## src/design/tlbw_pkg.sv

```systemverilog
// ----------------------------------------------------------------------------
// tlbw_pkg: shared constants and types for the thick line brush walker
// Field widths, coordinate format, command and register codes.
// ----------------------------------------------------------------------------
package tlbw_pkg;

	localparam int COORD_BITS = 12;
	localparam int FIELD_W    = 12;
	localparam int DIM_W      = 11;
	localparam int BRUSH_W    = 6;
	localparam int COLOR_W    = 16;
	localparam int CFG_IDX_W  = 1;

	// Error term and its doubled form used by the step compare.
	localparam int ERR_W  = COORD_BITS + 3;
	localparam int DBL_W  = COORD_BITS + 4;
	// Signed width that holds a brush corner and a display bound.
	localparam int RECT_W = (COORD_BITS + 2 > DIM_W + 1) ? COORD_BITS + 2 : DIM_W + 1;

	localparam logic CMD_START = 1'b0;
	localparam logic CMD_STEP  = 1'b1;

	localparam logic [CFG_IDX_W-1:0] REG_DISPLAY_WIDTH  = 1'b0;
	localparam logic [CFG_IDX_W-1:0] REG_DISPLAY_HEIGHT = 1'b1;

	localparam logic [DIM_W-1:0] DISPLAY_RESET = 11'd240;

	typedef logic signed [COORD_BITS-1:0] coord_t;
	typedef logic signed [COORD_BITS:0]   delta_t;
	typedef logic signed [ERR_W-1:0]      err_t;
	typedef logic signed [RECT_W-1:0]     rect_t;

	// Takes the low COORD_BITS bits of a port field as a signed coordinate.
	function automatic coord_t coord_of(input logic [FIELD_W-1:0] raw);
		coord_of = coord_t'(COORD_BITS'(raw));
	endfunction

endpackage

```

## src/design/thick_line_brush_walker.sv

```systemverilog
// ----------------------------------------------------------------------------
// thick_line_brush_walker: Bresenham line stepper with a square brush
// Emits one clipped brush rectangle per line point for a fill engine.
// ----------------------------------------------------------------------------
// Usage
// Input channel (in_valid / in_stall) takes one command item: a start item
// loads both endpoints, the brush size and the colour and yields the brush at
// the start point; a step item advances one point along the line. A step with
// no line in progress is consumed and yields nothing.
// Output channel (out_valid / out_stall) delivers one rectangle per result,
// clipped to the display, with rect_empty set when nothing is left of it and
// last_point set on the end point.
// An item passes an input register and then the result register. One item
// is taken every cycle while the receiver does not stall; the whole step,
// including the clip, is worked out between the two registers. When the
// receiver stalls, the result register holds its item and the input register
// holds the next one, after which in_stall rises. Reset empties both
// registers, drops any line and sets both display sizes to 240. The user must
// write display sizes through wr_en / wr_index / wr_data only while no item
// is in flight; the block itself does not enforce it.
// ----------------------------------------------------------------------------
module thick_line_brush_walker (
	input  logic                              clk,
	input  logic                              arst_n,
	input  logic                              wr_en,
	input  logic [tlbw_pkg::CFG_IDX_W-1:0]    wr_index,
	input  logic [tlbw_pkg::DIM_W-1:0]        wr_data,
	input  logic                              in_valid,
	output logic                              in_stall,
	input  logic                              command,
	input  logic signed [tlbw_pkg::FIELD_W-1:0] start_x,
	input  logic signed [tlbw_pkg::FIELD_W-1:0] start_y,
	input  logic signed [tlbw_pkg::FIELD_W-1:0] end_x,
	input  logic signed [tlbw_pkg::FIELD_W-1:0] end_y,
	input  logic [tlbw_pkg::BRUSH_W-1:0]      brush_size,
	input  logic [tlbw_pkg::COLOR_W-1:0]      color_in,
	output logic                              out_valid,
	input  logic                              out_stall,
	output logic [tlbw_pkg::DIM_W-1:0]        rect_left,
	output logic [tlbw_pkg::DIM_W-1:0]        rect_top,
	output logic [tlbw_pkg::DIM_W-1:0]        rect_right,
	output logic [tlbw_pkg::DIM_W-1:0]        rect_bottom,
	output logic                              rect_empty,
	output logic                              last_point,
	output logic [tlbw_pkg::COLOR_W-1:0]      color_out
);
	import tlbw_pkg::*;

	// Configuration
	logic [DIM_W-1:0] disp_w_q, disp_h_q;

	// Input register
	logic               valid_s1;
	logic               cmd_s1;
	coord_t             sx_s1, sy_s1, ex_s1, ey_s1;
	logic [BRUSH_W-1:0] brush_s1;
	logic [COLOR_W-1:0] color_s1;

	// Line state
	coord_t             cur_x_q, cur_y_q, goal_x_q, goal_y_q;
	delta_t             delta_x_q, delta_y_neg_q;
	logic               step_x_neg_q, step_y_neg_q;
	err_t               err_q;
	logic [BRUSH_W-1:0] brush_q;
	logic [COLOR_W-1:0] color_q;
	logic               active_q;

	// Next line state
	coord_t             nx_cur_x, nx_cur_y, nx_goal_x, nx_goal_y;
	delta_t             nx_delta_x, nx_delta_y_neg, dx, dy;
	logic               nx_step_x_neg, nx_step_y_neg;
	err_t               nx_err;
	logic [BRUSH_W-1:0] nx_brush;
	logic [COLOR_W-1:0] nx_color;
	logic               nx_last;
	logic signed [DBL_W-1:0] dbl;
	logic               move_x, move_y;

	// Brush rectangle
	rect_t              lx, ty, rx, by, wx, hy, lc, tc, rc, bc;
	logic               nx_empty;

	logic in_accept, has_result, out_free, adv;

	// Result register
	logic               out_valid_q;
	logic [DIM_W-1:0]   left_q, top_q, right_q, bottom_q;
	logic               empty_q, last_q;
	logic [COLOR_W-1:0] color_out_q;

	assign has_result = (cmd_s1 == CMD_START) || active_q;
	assign out_free   = !out_valid_q || !out_stall;
	assign adv        = valid_s1 && (!has_result || out_free);
	assign in_stall   = valid_s1 && !adv;
	assign in_accept  = in_valid && !in_stall;

	always_ff @(posedge clk or negedge arst_n) begin
		if (!arst_n) begin
			disp_w_q <= DISPLAY_RESET;
			disp_h_q <= DISPLAY_RESET;
		end else if (wr_en) begin
			case (wr_index)
				REG_DISPLAY_WIDTH:  disp_w_q <= wr_data;
				REG_DISPLAY_HEIGHT: disp_h_q <= wr_data;
				default: ;
			endcase
		end
	end

	always_ff @(posedge clk or negedge arst_n) begin
		if (!arst_n) begin
			valid_s1 <= 1'b0;
		end else if (in_accept) begin
			valid_s1 <= 1'b1;
		end else if (adv) begin
			valid_s1 <= 1'b0;
		end
	end

	always_ff @(posedge clk) begin
		if (in_accept) begin
			cmd_s1   <= command;
			sx_s1    <= coord_of(start_x);
			sy_s1    <= coord_of(start_y);
			ex_s1    <= coord_of(end_x);
			ey_s1    <= coord_of(end_y);
			brush_s1 <= brush_size;
			color_s1 <= color_in;
		end
	end

	always_comb begin
		nx_cur_x       = cur_x_q;
		nx_cur_y       = cur_y_q;
		nx_goal_x      = goal_x_q;
		nx_goal_y      = goal_y_q;
		nx_delta_x     = delta_x_q;
		nx_delta_y_neg = delta_y_neg_q;
		nx_step_x_neg  = step_x_neg_q;
		nx_step_y_neg  = step_y_neg_q;
		nx_err         = err_q;
		nx_brush       = brush_q;
		nx_color       = color_q;
		dx             = {ex_s1[COORD_BITS-1], ex_s1} - {sx_s1[COORD_BITS-1], sx_s1};
		dy             = {ey_s1[COORD_BITS-1], ey_s1} - {sy_s1[COORD_BITS-1], sy_s1};
		dbl            = {err_q, 1'b0};
		move_x         = dbl >= $signed({{(DBL_W-COORD_BITS-1){delta_y_neg_q[COORD_BITS]}},
			delta_y_neg_q});
		move_y         = dbl <= $signed({{(DBL_W-COORD_BITS-1){delta_x_q[COORD_BITS]}},
			delta_x_q});
		if (cmd_s1 == CMD_START) begin
			nx_cur_x       = sx_s1;
			nx_cur_y       = sy_s1;
			nx_goal_x      = ex_s1;
			nx_goal_y      = ey_s1;
			nx_brush       = brush_s1;
			nx_color       = color_s1;
			nx_delta_x     = dx[COORD_BITS] ? -dx : dx;
			nx_delta_y_neg = dy[COORD_BITS] ? dy : -dy;
			nx_step_x_neg  = !(sx_s1 < ex_s1);
			nx_step_y_neg  = !(sy_s1 < ey_s1);
			nx_err         = {{2{nx_delta_x[COORD_BITS]}}, nx_delta_x}
				+ {{2{nx_delta_y_neg[COORD_BITS]}}, nx_delta_y_neg};
		end else begin
			if (move_x) begin
				nx_cur_x = step_x_neg_q ? cur_x_q - coord_t'(1) : cur_x_q + coord_t'(1);
			end
			if (move_y) begin
				nx_cur_y = step_y_neg_q ? cur_y_q - coord_t'(1) : cur_y_q + coord_t'(1);
			end
			nx_err = err_q
				+ (move_x ? {{2{delta_y_neg_q[COORD_BITS]}}, delta_y_neg_q} : err_t'(0))
				+ (move_y ? {{2{delta_x_q[COORD_BITS]}}, delta_x_q} : err_t'(0));
		end
		nx_last = (nx_cur_x == nx_goal_x) && (nx_cur_y == nx_goal_y);
	end

	// The brush's top-left corner sits half a side up and left of the point.
	always_comb begin
		lx = {{(RECT_W-COORD_BITS){nx_cur_x[COORD_BITS-1]}}, nx_cur_x}
			- {{(RECT_W-BRUSH_W+1){1'b0}}, nx_brush[BRUSH_W-1:1]};
		ty = {{(RECT_W-COORD_BITS){nx_cur_y[COORD_BITS-1]}}, nx_cur_y}
			- {{(RECT_W-BRUSH_W+1){1'b0}}, nx_brush[BRUSH_W-1:1]};
		rx = lx + {{(RECT_W-BRUSH_W){1'b0}}, nx_brush};
		by = ty + {{(RECT_W-BRUSH_W){1'b0}}, nx_brush};
		wx = {{(RECT_W-DIM_W){1'b0}}, disp_w_q};
		hy = {{(RECT_W-DIM_W){1'b0}}, disp_h_q};
		lc = lx[RECT_W-1] ? rect_t'(0) : lx;
		tc = ty[RECT_W-1] ? rect_t'(0) : ty;
		rc = (rx > wx) ? wx : rx;
		bc = (by > hy) ? hy : by;
		nx_empty = (lc >= rc) || (tc >= bc);
	end

	always_ff @(posedge clk or negedge arst_n) begin
		if (!arst_n) begin
			cur_x_q       <= '0;
			cur_y_q       <= '0;
			goal_x_q      <= '0;
			goal_y_q      <= '0;
			delta_x_q     <= '0;
			delta_y_neg_q <= '0;
			step_x_neg_q  <= 1'b0;
			step_y_neg_q  <= 1'b0;
			err_q         <= '0;
			brush_q       <= '0;
			color_q       <= '0;
			active_q      <= 1'b0;
		end else if (adv && has_result) begin
			cur_x_q       <= nx_cur_x;
			cur_y_q       <= nx_cur_y;
			goal_x_q      <= nx_goal_x;
			goal_y_q      <= nx_goal_y;
			delta_x_q     <= nx_delta_x;
			delta_y_neg_q <= nx_delta_y_neg;
			step_x_neg_q  <= nx_step_x_neg;
			step_y_neg_q  <= nx_step_y_neg;
			err_q         <= nx_err;
			brush_q       <= nx_brush;
			color_q       <= nx_color;
			active_q      <= !nx_last;
		end
	end

	always_ff @(posedge clk or negedge arst_n) begin
		if (!arst_n) begin
			out_valid_q <= 1'b0;
		end else if (adv && has_result) begin
			out_valid_q <= 1'b1;
		end else if (!out_stall) begin
			out_valid_q <= 1'b0;
		end
	end

	always_ff @(posedge clk) begin
		if (adv && has_result) begin
			left_q      <= nx_empty ? '0 : lc[DIM_W-1:0];
			top_q       <= nx_empty ? '0 : tc[DIM_W-1:0];
			right_q     <= nx_empty ? '0 : rc[DIM_W-1:0];
			bottom_q    <= nx_empty ? '0 : bc[DIM_W-1:0];
			empty_q     <= nx_empty;
			last_q      <= nx_last;
			color_out_q <= nx_color;
		end
	end

	assign out_valid   = out_valid_q;
	assign rect_left   = left_q;
	assign rect_top    = top_q;
	assign rect_right  = right_q;
	assign rect_bottom = bottom_q;
	assign rect_empty  = empty_q;
	assign last_point  = last_q;
	assign color_out   = color_out_q;

endmodule

```

## config.mk

```make
export PLATFORM = sky130hd
export DESIGN_NAME = thick_line_brush_walker
export DESIGN_NICKNAME = d
export VERILOG_FILES = /design/src/design/tlbw_pkg.sv /design/src/design/thick_line_brush_walker.sv
export SDC_FILE = /design/constraint.sdc
export NUM_CORES = 1
export LEC_CHECK = 0
export ABC_AREA = 1
export BUFFER_PORTS_ARGS = -buffer_cell sky130_fd_sc_hd__buf_2
export CAP_MARGIN = 20
export CORE_MARGIN = 1.5
export CORE_UTILIZATION = 50
export DETAILED_ROUTE_END_ITERATION = 10
export PLACE_DENSITY = 0.68
export SYNTH_ARGS = -nofsm -noshare
export SYNTH_HDL_FRONTEND = slang
export SYNTH_SLANG_ARGS = --single-unit
```

## constraint.sdc

```tcl
create_clock -name clk -period 23.6 [get_ports clk]
set_input_delay 2.36 -clock clk [delete_from_list [all_inputs] [get_ports clk]]
set_output_delay 2.36 -clock clk [all_outputs]
set_load 0.1 [all_outputs]
```

==> results.toml, run 1 <==
[logic_synthesis]
synth_top_family_by_area = "simple AND/OR/NAND/NOR gates"
yosys.area_share.simple_pct = 22.5
ys_seq_elements = 271
avgSynthCellArea_um2 = 8.23
seq_area_frac_synth_pct = 39.1
synth_top_area_share_pct = 20.9
synthArstFlopShare_pct = 50.9
yosysTopAreaCell = "edfxtp_1"
yosys-top-cells-area = "edfxtp_1, dfrtp_1, ha_1"
synth_mux_area_share_pct = 0.105
synth.yosys.warnings = 0
synth_ff_type = "edfxtp_1"
synth-edff-count = 133
synth_nets = 2601
synth_area_um2 = 19100
synth_compound_area_share_pct = 11.4
yosys.area_share.adder_pct = 13.8
syn_inst = 2317
synth-xor-area-share_pct = 4.50
ys_types = 62

[setup_path]
reg2regPathDepth = 44
crit_path_start = "err_q[4]"
critPathKind = "reg -> reg"
cpPeakStageDelay_ns = 0.91
critical_path_depth = 44
r2r-end = "rect_top[1]"
cp-end-kind = "flip-flop"
critPathBufInv = 5
rr_startpoint = "err_q[4]"
critPathLaunchType = "flip-flop"
cp_max_fo = 45
endpoint = "rect_top[1]"
critPathTopFamily = "simple AND/OR/NAND/NOR gates"
rrSetupSlack_ns = 13.66
cp_data_arrival_time_ns = 10.33
required_ns = 23.99
cp_slowest_cell = "a221oi_1"

[placed_design]
dpl.hpwl_mm = 36.0
port_buffers = 151
place.gp.congestion = 0.933

[timing]
period_needed_ns = 9.94
finalSetupViolations = 0
min_period_over_period_pct = 42.1
setup_tns_ns = 0
fmax_mhz = 101
rsz0062_at_grt = "no"
fin_skew_ns = 0.0229
slew_viol_final = 0
slew_headroom_pct = 26.3
hold_violations = 0
worst_pin_slew_ns = 1.10

[min_path]
worstHoldStart = "goal_y_q[0]"
hold_path.class = "reg -> reg"

[clock_tree]
cts_max_level = 1
insertion_delay_ns = 0.59
cts_buffer_depth = 3
path_clk_slew_ns = 0.06
cts_buffers = 31
cts_num_sinks = 271
post_cts_resized = 0
cts_hold_buffers = 0
tritoncts = "done"
post-cts-setup-buffers = 0
cts-root-buf = "clkbuf_16"

[final_layout]
drive_gt1_share_pct = 14.4
finalNetCount = 2730
syn2layout_area_growth_pct = 11.8
final_cell_mix = "nand2_1, inv_1, o21ai_0, ha_1, buf_2"
final_common_cell = "nand2_1"
nFillCells = 3420

[detailed_routing]
drc = 0
drt_pass1_iterations = 5
postRouteWirelength_mm = 47.8
initialDrtViolationCount = 986
viasPerCell = 5.26
wl_per_cell_um = 16.0
num_vias = 15700
ant_nets = 0

[grt]
track_usage_pct = 24.9
grt_pass1_wl_mm = 77.4
antenna_found_initial = 1
grt_overflow_total = 0
grt_max_degree = 175
grt_pass1_vias = 15300

[die]
core_um2 = 37600
io_pins = 152
die_x_um = 198
start_util_pct = 50.8
chipHeight_um = 198
die-area_um2 = 39300
rows = 71

[outcome]
status = "finished clean"

[flow_run]
drv_cap = 0
logic make-up after synthesis:
| logic type | count (synthesis) |
|---|---|
| DFF | 271 |
| muxes | 2 |
| and+or+nand+nor | 937 |
| adders and majority gates | 196 |
| buffers and inverters | 419 |
| AOI/OAI and AO/OA | 394 |
| xor gates and xnor gates | 98 |
worst register-to-register path, delay by kind of cell, from the launching register on:
kind / cells / cell delay [ns]
simple gates: 21 / 3.80
xor+xnor: 2 / 0.48
compound gates: 11 / 3.08
buf+inv: 5 / 0.51
fa+ha+maj: 5 / 1.46
flops: 1 / 0.43
through the flow:
step           area, um^2  hold slack [ns]  std cells  setup slack (ns)  utilization, %
5_1_grt             21300            0.510       2983             12.87            56.8
3_5_place_dp        20300            0.464       2924             13.87            53.9
6_report            21300            0.478       2983             13.66            56.8
3_3_place_gp        20300            0.454       2924             13.93            53.9
4_1_cts             21300            0.480       2982             13.75            56.8
2_1_floorplan       19100            0.442       2317             16.10               -
registers in the layout (all words and copies together) (netlist names), 13 cells and up:
name	cells
delta_y_neg_q	13
color_out	16
color_s1	16
err_q	15
color_q	16
delta_x_q	13
worst min path at each step:
stage                              to  slack, ns  cells past startpoint
after CTS                 goal_x_q[0]       0.48                      2
after global routing      disp_h_q[8]       0.51                      2
after detailed placement  goal_x_q[0]       0.46                      2
after global placement    goal_x_q[0]       0.45                      2
after floorplan           goal_x_q[0]       0.44                      2
final                     goal_y_q[0]       0.48                      2
synthesized netlist by cell type (28+ instances only):
| cell | instances |
|---|---|
| nand2_1 | 502 |
| nor2_1 | 138 |
| nand3_1 | 99 |
| o21ai_0 | 224 |
| nand4_1 | 36 |
| edfxtp_1 | 133 |
| dfrtp_1 | 130 |
| xnor2_1 | 28 |
| clkbuf_1 | 42 |
| a21oi_1 | 106 |
| xor2_1 | 70 |
| ha_1 | 172 |
| inv_1 | 349 |
| nand2_2 | 42 |
final cells by class:
| cell class | instances | area, um^2 | area share [%] |
|---|---|---|---|
| multi-input combinational | 1627 | 9990 | 46.8 |
| sequential | 271 | 7460 | 35.0 |
| inverter | 356 | 1340 | 6.28 |
| clock buffer | 40 | 861 | 4.04 |
| timing repair buffer | 159 | 835 | 3.91 |
| tap | 511 | 639 | 3.00 |
| clock inverter | 18 | 201 | 0.945 |
| antenna | 1 | 2.50 | 0.0117 |
routing by layer:
metal  routed length (um)  GRT usage [%]  vias up
met5                    0              0        -
met4                 1640           8.17        0
met3                 2570           3.05       83
met2                21800           40.6      417
met1                21800           34.3     7322
li1                     -              -     7867
Power of run 1 is left out: the tool's default activity adds up to more than one toggle a clock period on the data nets, which glitch-free logic cannot reach.
==> run 2: changes to the inputs <==
--- a/config.mk
+++ b/config.mk
@@ -11,7 +11,7 @@
 export CORE_MARGIN = 1.5
 export CORE_UTILIZATION = 50
 export DETAILED_ROUTE_END_ITERATION = 10
-export PLACE_DENSITY = 0.68
+export PLACE_DENSITY = 0.71
 export SYNTH_ARGS = -nofsm -noshare
 export SYNTH_HDL_FRONTEND = slang
 export SYNTH_SLANG_ARGS = --single-unit
==> constraint.sdc (replaced) <==
create_clock -name clk -period 9 [get_ports clk]
set_input_delay 0.9 -clock clk [delete_from_list [all_inputs] [get_ports clk]]
set_output_delay 0.9 -clock clk [all_outputs]
set_load 0.1 [all_outputs]
==> run 2 against run 1 <==
Sequential share of layout area decreased by 0.13 points. First-iteration DRC count rose by 12%. Utilization is 0.22 points higher. Global-route usage about the same. Register-to-register slack worse by 13 ns. Critical path depth rose by 4. Via count is 0.96% higher.
==> results.toml, run 2 (same netlist as run 1, synthesis figures left out) <==
[outcome]
status = "finished clean"

[grt]
track_usage_pct = 24.9
grt_max_degree = 175
grt_use_met2_pct = 41.6
met1_usage_pct = 32.8
met3_usage_pct = 4.02
grt_pass1_vias = 15700
grt_busiest_layer = "met2"
grt_overflow_total = 0
antenna_found_initial = 1
grt_pass1_wl_mm = 77.8

[die]
io_pins = 152
die_x_um = 198
core_um2 = 37600
chipHeight_um = 198
start_util_pct = 50.8
die-area_um2 = 39300
rows = 71

[placed_design]
place.gp.congestion = 0.914
dp_cells = 2929
port_buffers = 151
dpl.hpwl_mm = 36.3

[final_layout]
nFillCells = 3373
final_common_cell = "nand2_1"
finalNonFillerCells = 2990
final_cell_mix = "nand2_1, inv_1, o21ai_0, ha_1, buf_2"
multi_input_area_um2 = 10000
seqCellArea_um2 = 7460
finalNetCount = 2738
drive_gt1_share_pct = 14.9
final_util_pct = 57.0
syn2layout_area_growth_pct = 12.2

[timing]
worst_pin_slew_ns = 0.989
fmax_mhz = 122
min_period_over_period_pct = 90.9
slew_headroom_pct = 34.1
period_needed_ns = 8.18
slew_viol_final = 0
hold_violations = 0
finalSetupViolations = 0
setup_tns_ns = 0
fin_skew_ns = 0.0185
rsz0062_at_grt = "no"

[detailed_routing]
drt_pass1_iterations = 5
wl_per_cell_um = 16.2
viasPerCell = 5.30
num_vias = 15800
ant_nets = 0
drc = 0
initialDrtViolationCount = 1104
postRouteWirelength_mm = 48.4

[clock_tree]
cts_max_level = 1
cts-root-buf = "clkbuf_16"
path_clk_slew_ns = 0.06
tritoncts = "done"
cts_num_sinks = 271
insertion_delay_ns = 0.59
cts_buffer_depth = 3
cts_hold_buffers = 0
cts_buffers = 30

[flow_run]
drv_cap = 0

[setup_path]
cpMostUsedCell = "nand2_1"
cp_max_fo = 14
cp_slowest_cell = "dfrtp_1"
r2r-end = "rect_right[7]"
required_ns = 9.43
cp-end-kind = "flip-flop"
critPathKind = "reg -> reg"
rrSetupSlack_ns = 0.82
rr_startpoint = "err_q[8]"
cpPeakStageDelay_ns = 0.45
critPathLaunchType = "flip-flop"
cp_data_arrival_time_ns = 8.61
reg2regPathDepth = 48

[min_path]
hold_path.class = "in -> async"
run 2: cell types whose count changed in the layout (fill, tap and decap cells not counted), moves of 2 or more:
cell / before / now
buf_4: 7 / 14
clkinv_2: 8 / 6
clkinvlp_4: 0 / 2
clkbuf_1: 5 / 7
inv_4: 1 / 3
o21ai_0: 224 / 222
clkinv_1: 3 / 1
inv_6: 3 / 0
run 2: per-layer routing:
layer  up-vias  routed length (um)
li1       7882                   -
met4         0                1520
met2       473               22300
met5         -                   0
met3       102                3000
met1      7382               21600
run 2: cell type report:
type | count | share of cell area, %
Sequential cell | 271 | 34.8
Inverter | 356 | 6.26
Antenna cell | 1 | 0.0117
Clock buffer | 42 | 4.00
Multi-Input combinational cell | 1627 | 46.9
Timing Repair Buffer | 168 | 4.29
Clock inverter | 14 | 0.760
Tap cell | 511 | 2.99
run 2: critical path: cells and delay by family (launching register included):
kind,cells,cell delay (ns)
fa+ha+maj,5,1.64
simple gates,19,2.16
compound gates,13,2.24
xor+xnor,2,0.49
buf+inv,9,1.03
flops,1,0.45
run 2: timing repair:
item	4_1_cts	5_1_grt
resized for setup	0	10
buffers inserted	0	4
endpoints found under the setup margin	0	45
run 2: metrics by stage:
step	area (um^2)	setup WS, ns	hold slack, ns
final	21400	0.819	0.338
after global routing	21400	0.0527	0.371
after CTS	21300	0.113	0.337
after detailed placement	20300	0.181	0.464
after global placement	20300	0.588	0.455
after floorplan	19100	1.50	0.442
run 2: worst max-delay path by stage:
stage                   from             to  slack [ns]  depth (start not counted)
floorplan             cmd_s1     rect_empty        1.50                         38
global placement    err_q[4]   rect_top[10]        0.59                         45
detailed placement  err_q[4]   rect_top[10]        0.18                         45
CTS                 err_q[4]   rect_top[10]        0.11                         45
global route        err_q[4]  rect_left[10]        0.05                         46
finish              err_q[8]  rect_right[7]        0.82                         48
Power of run 2 is left out for the same reason.
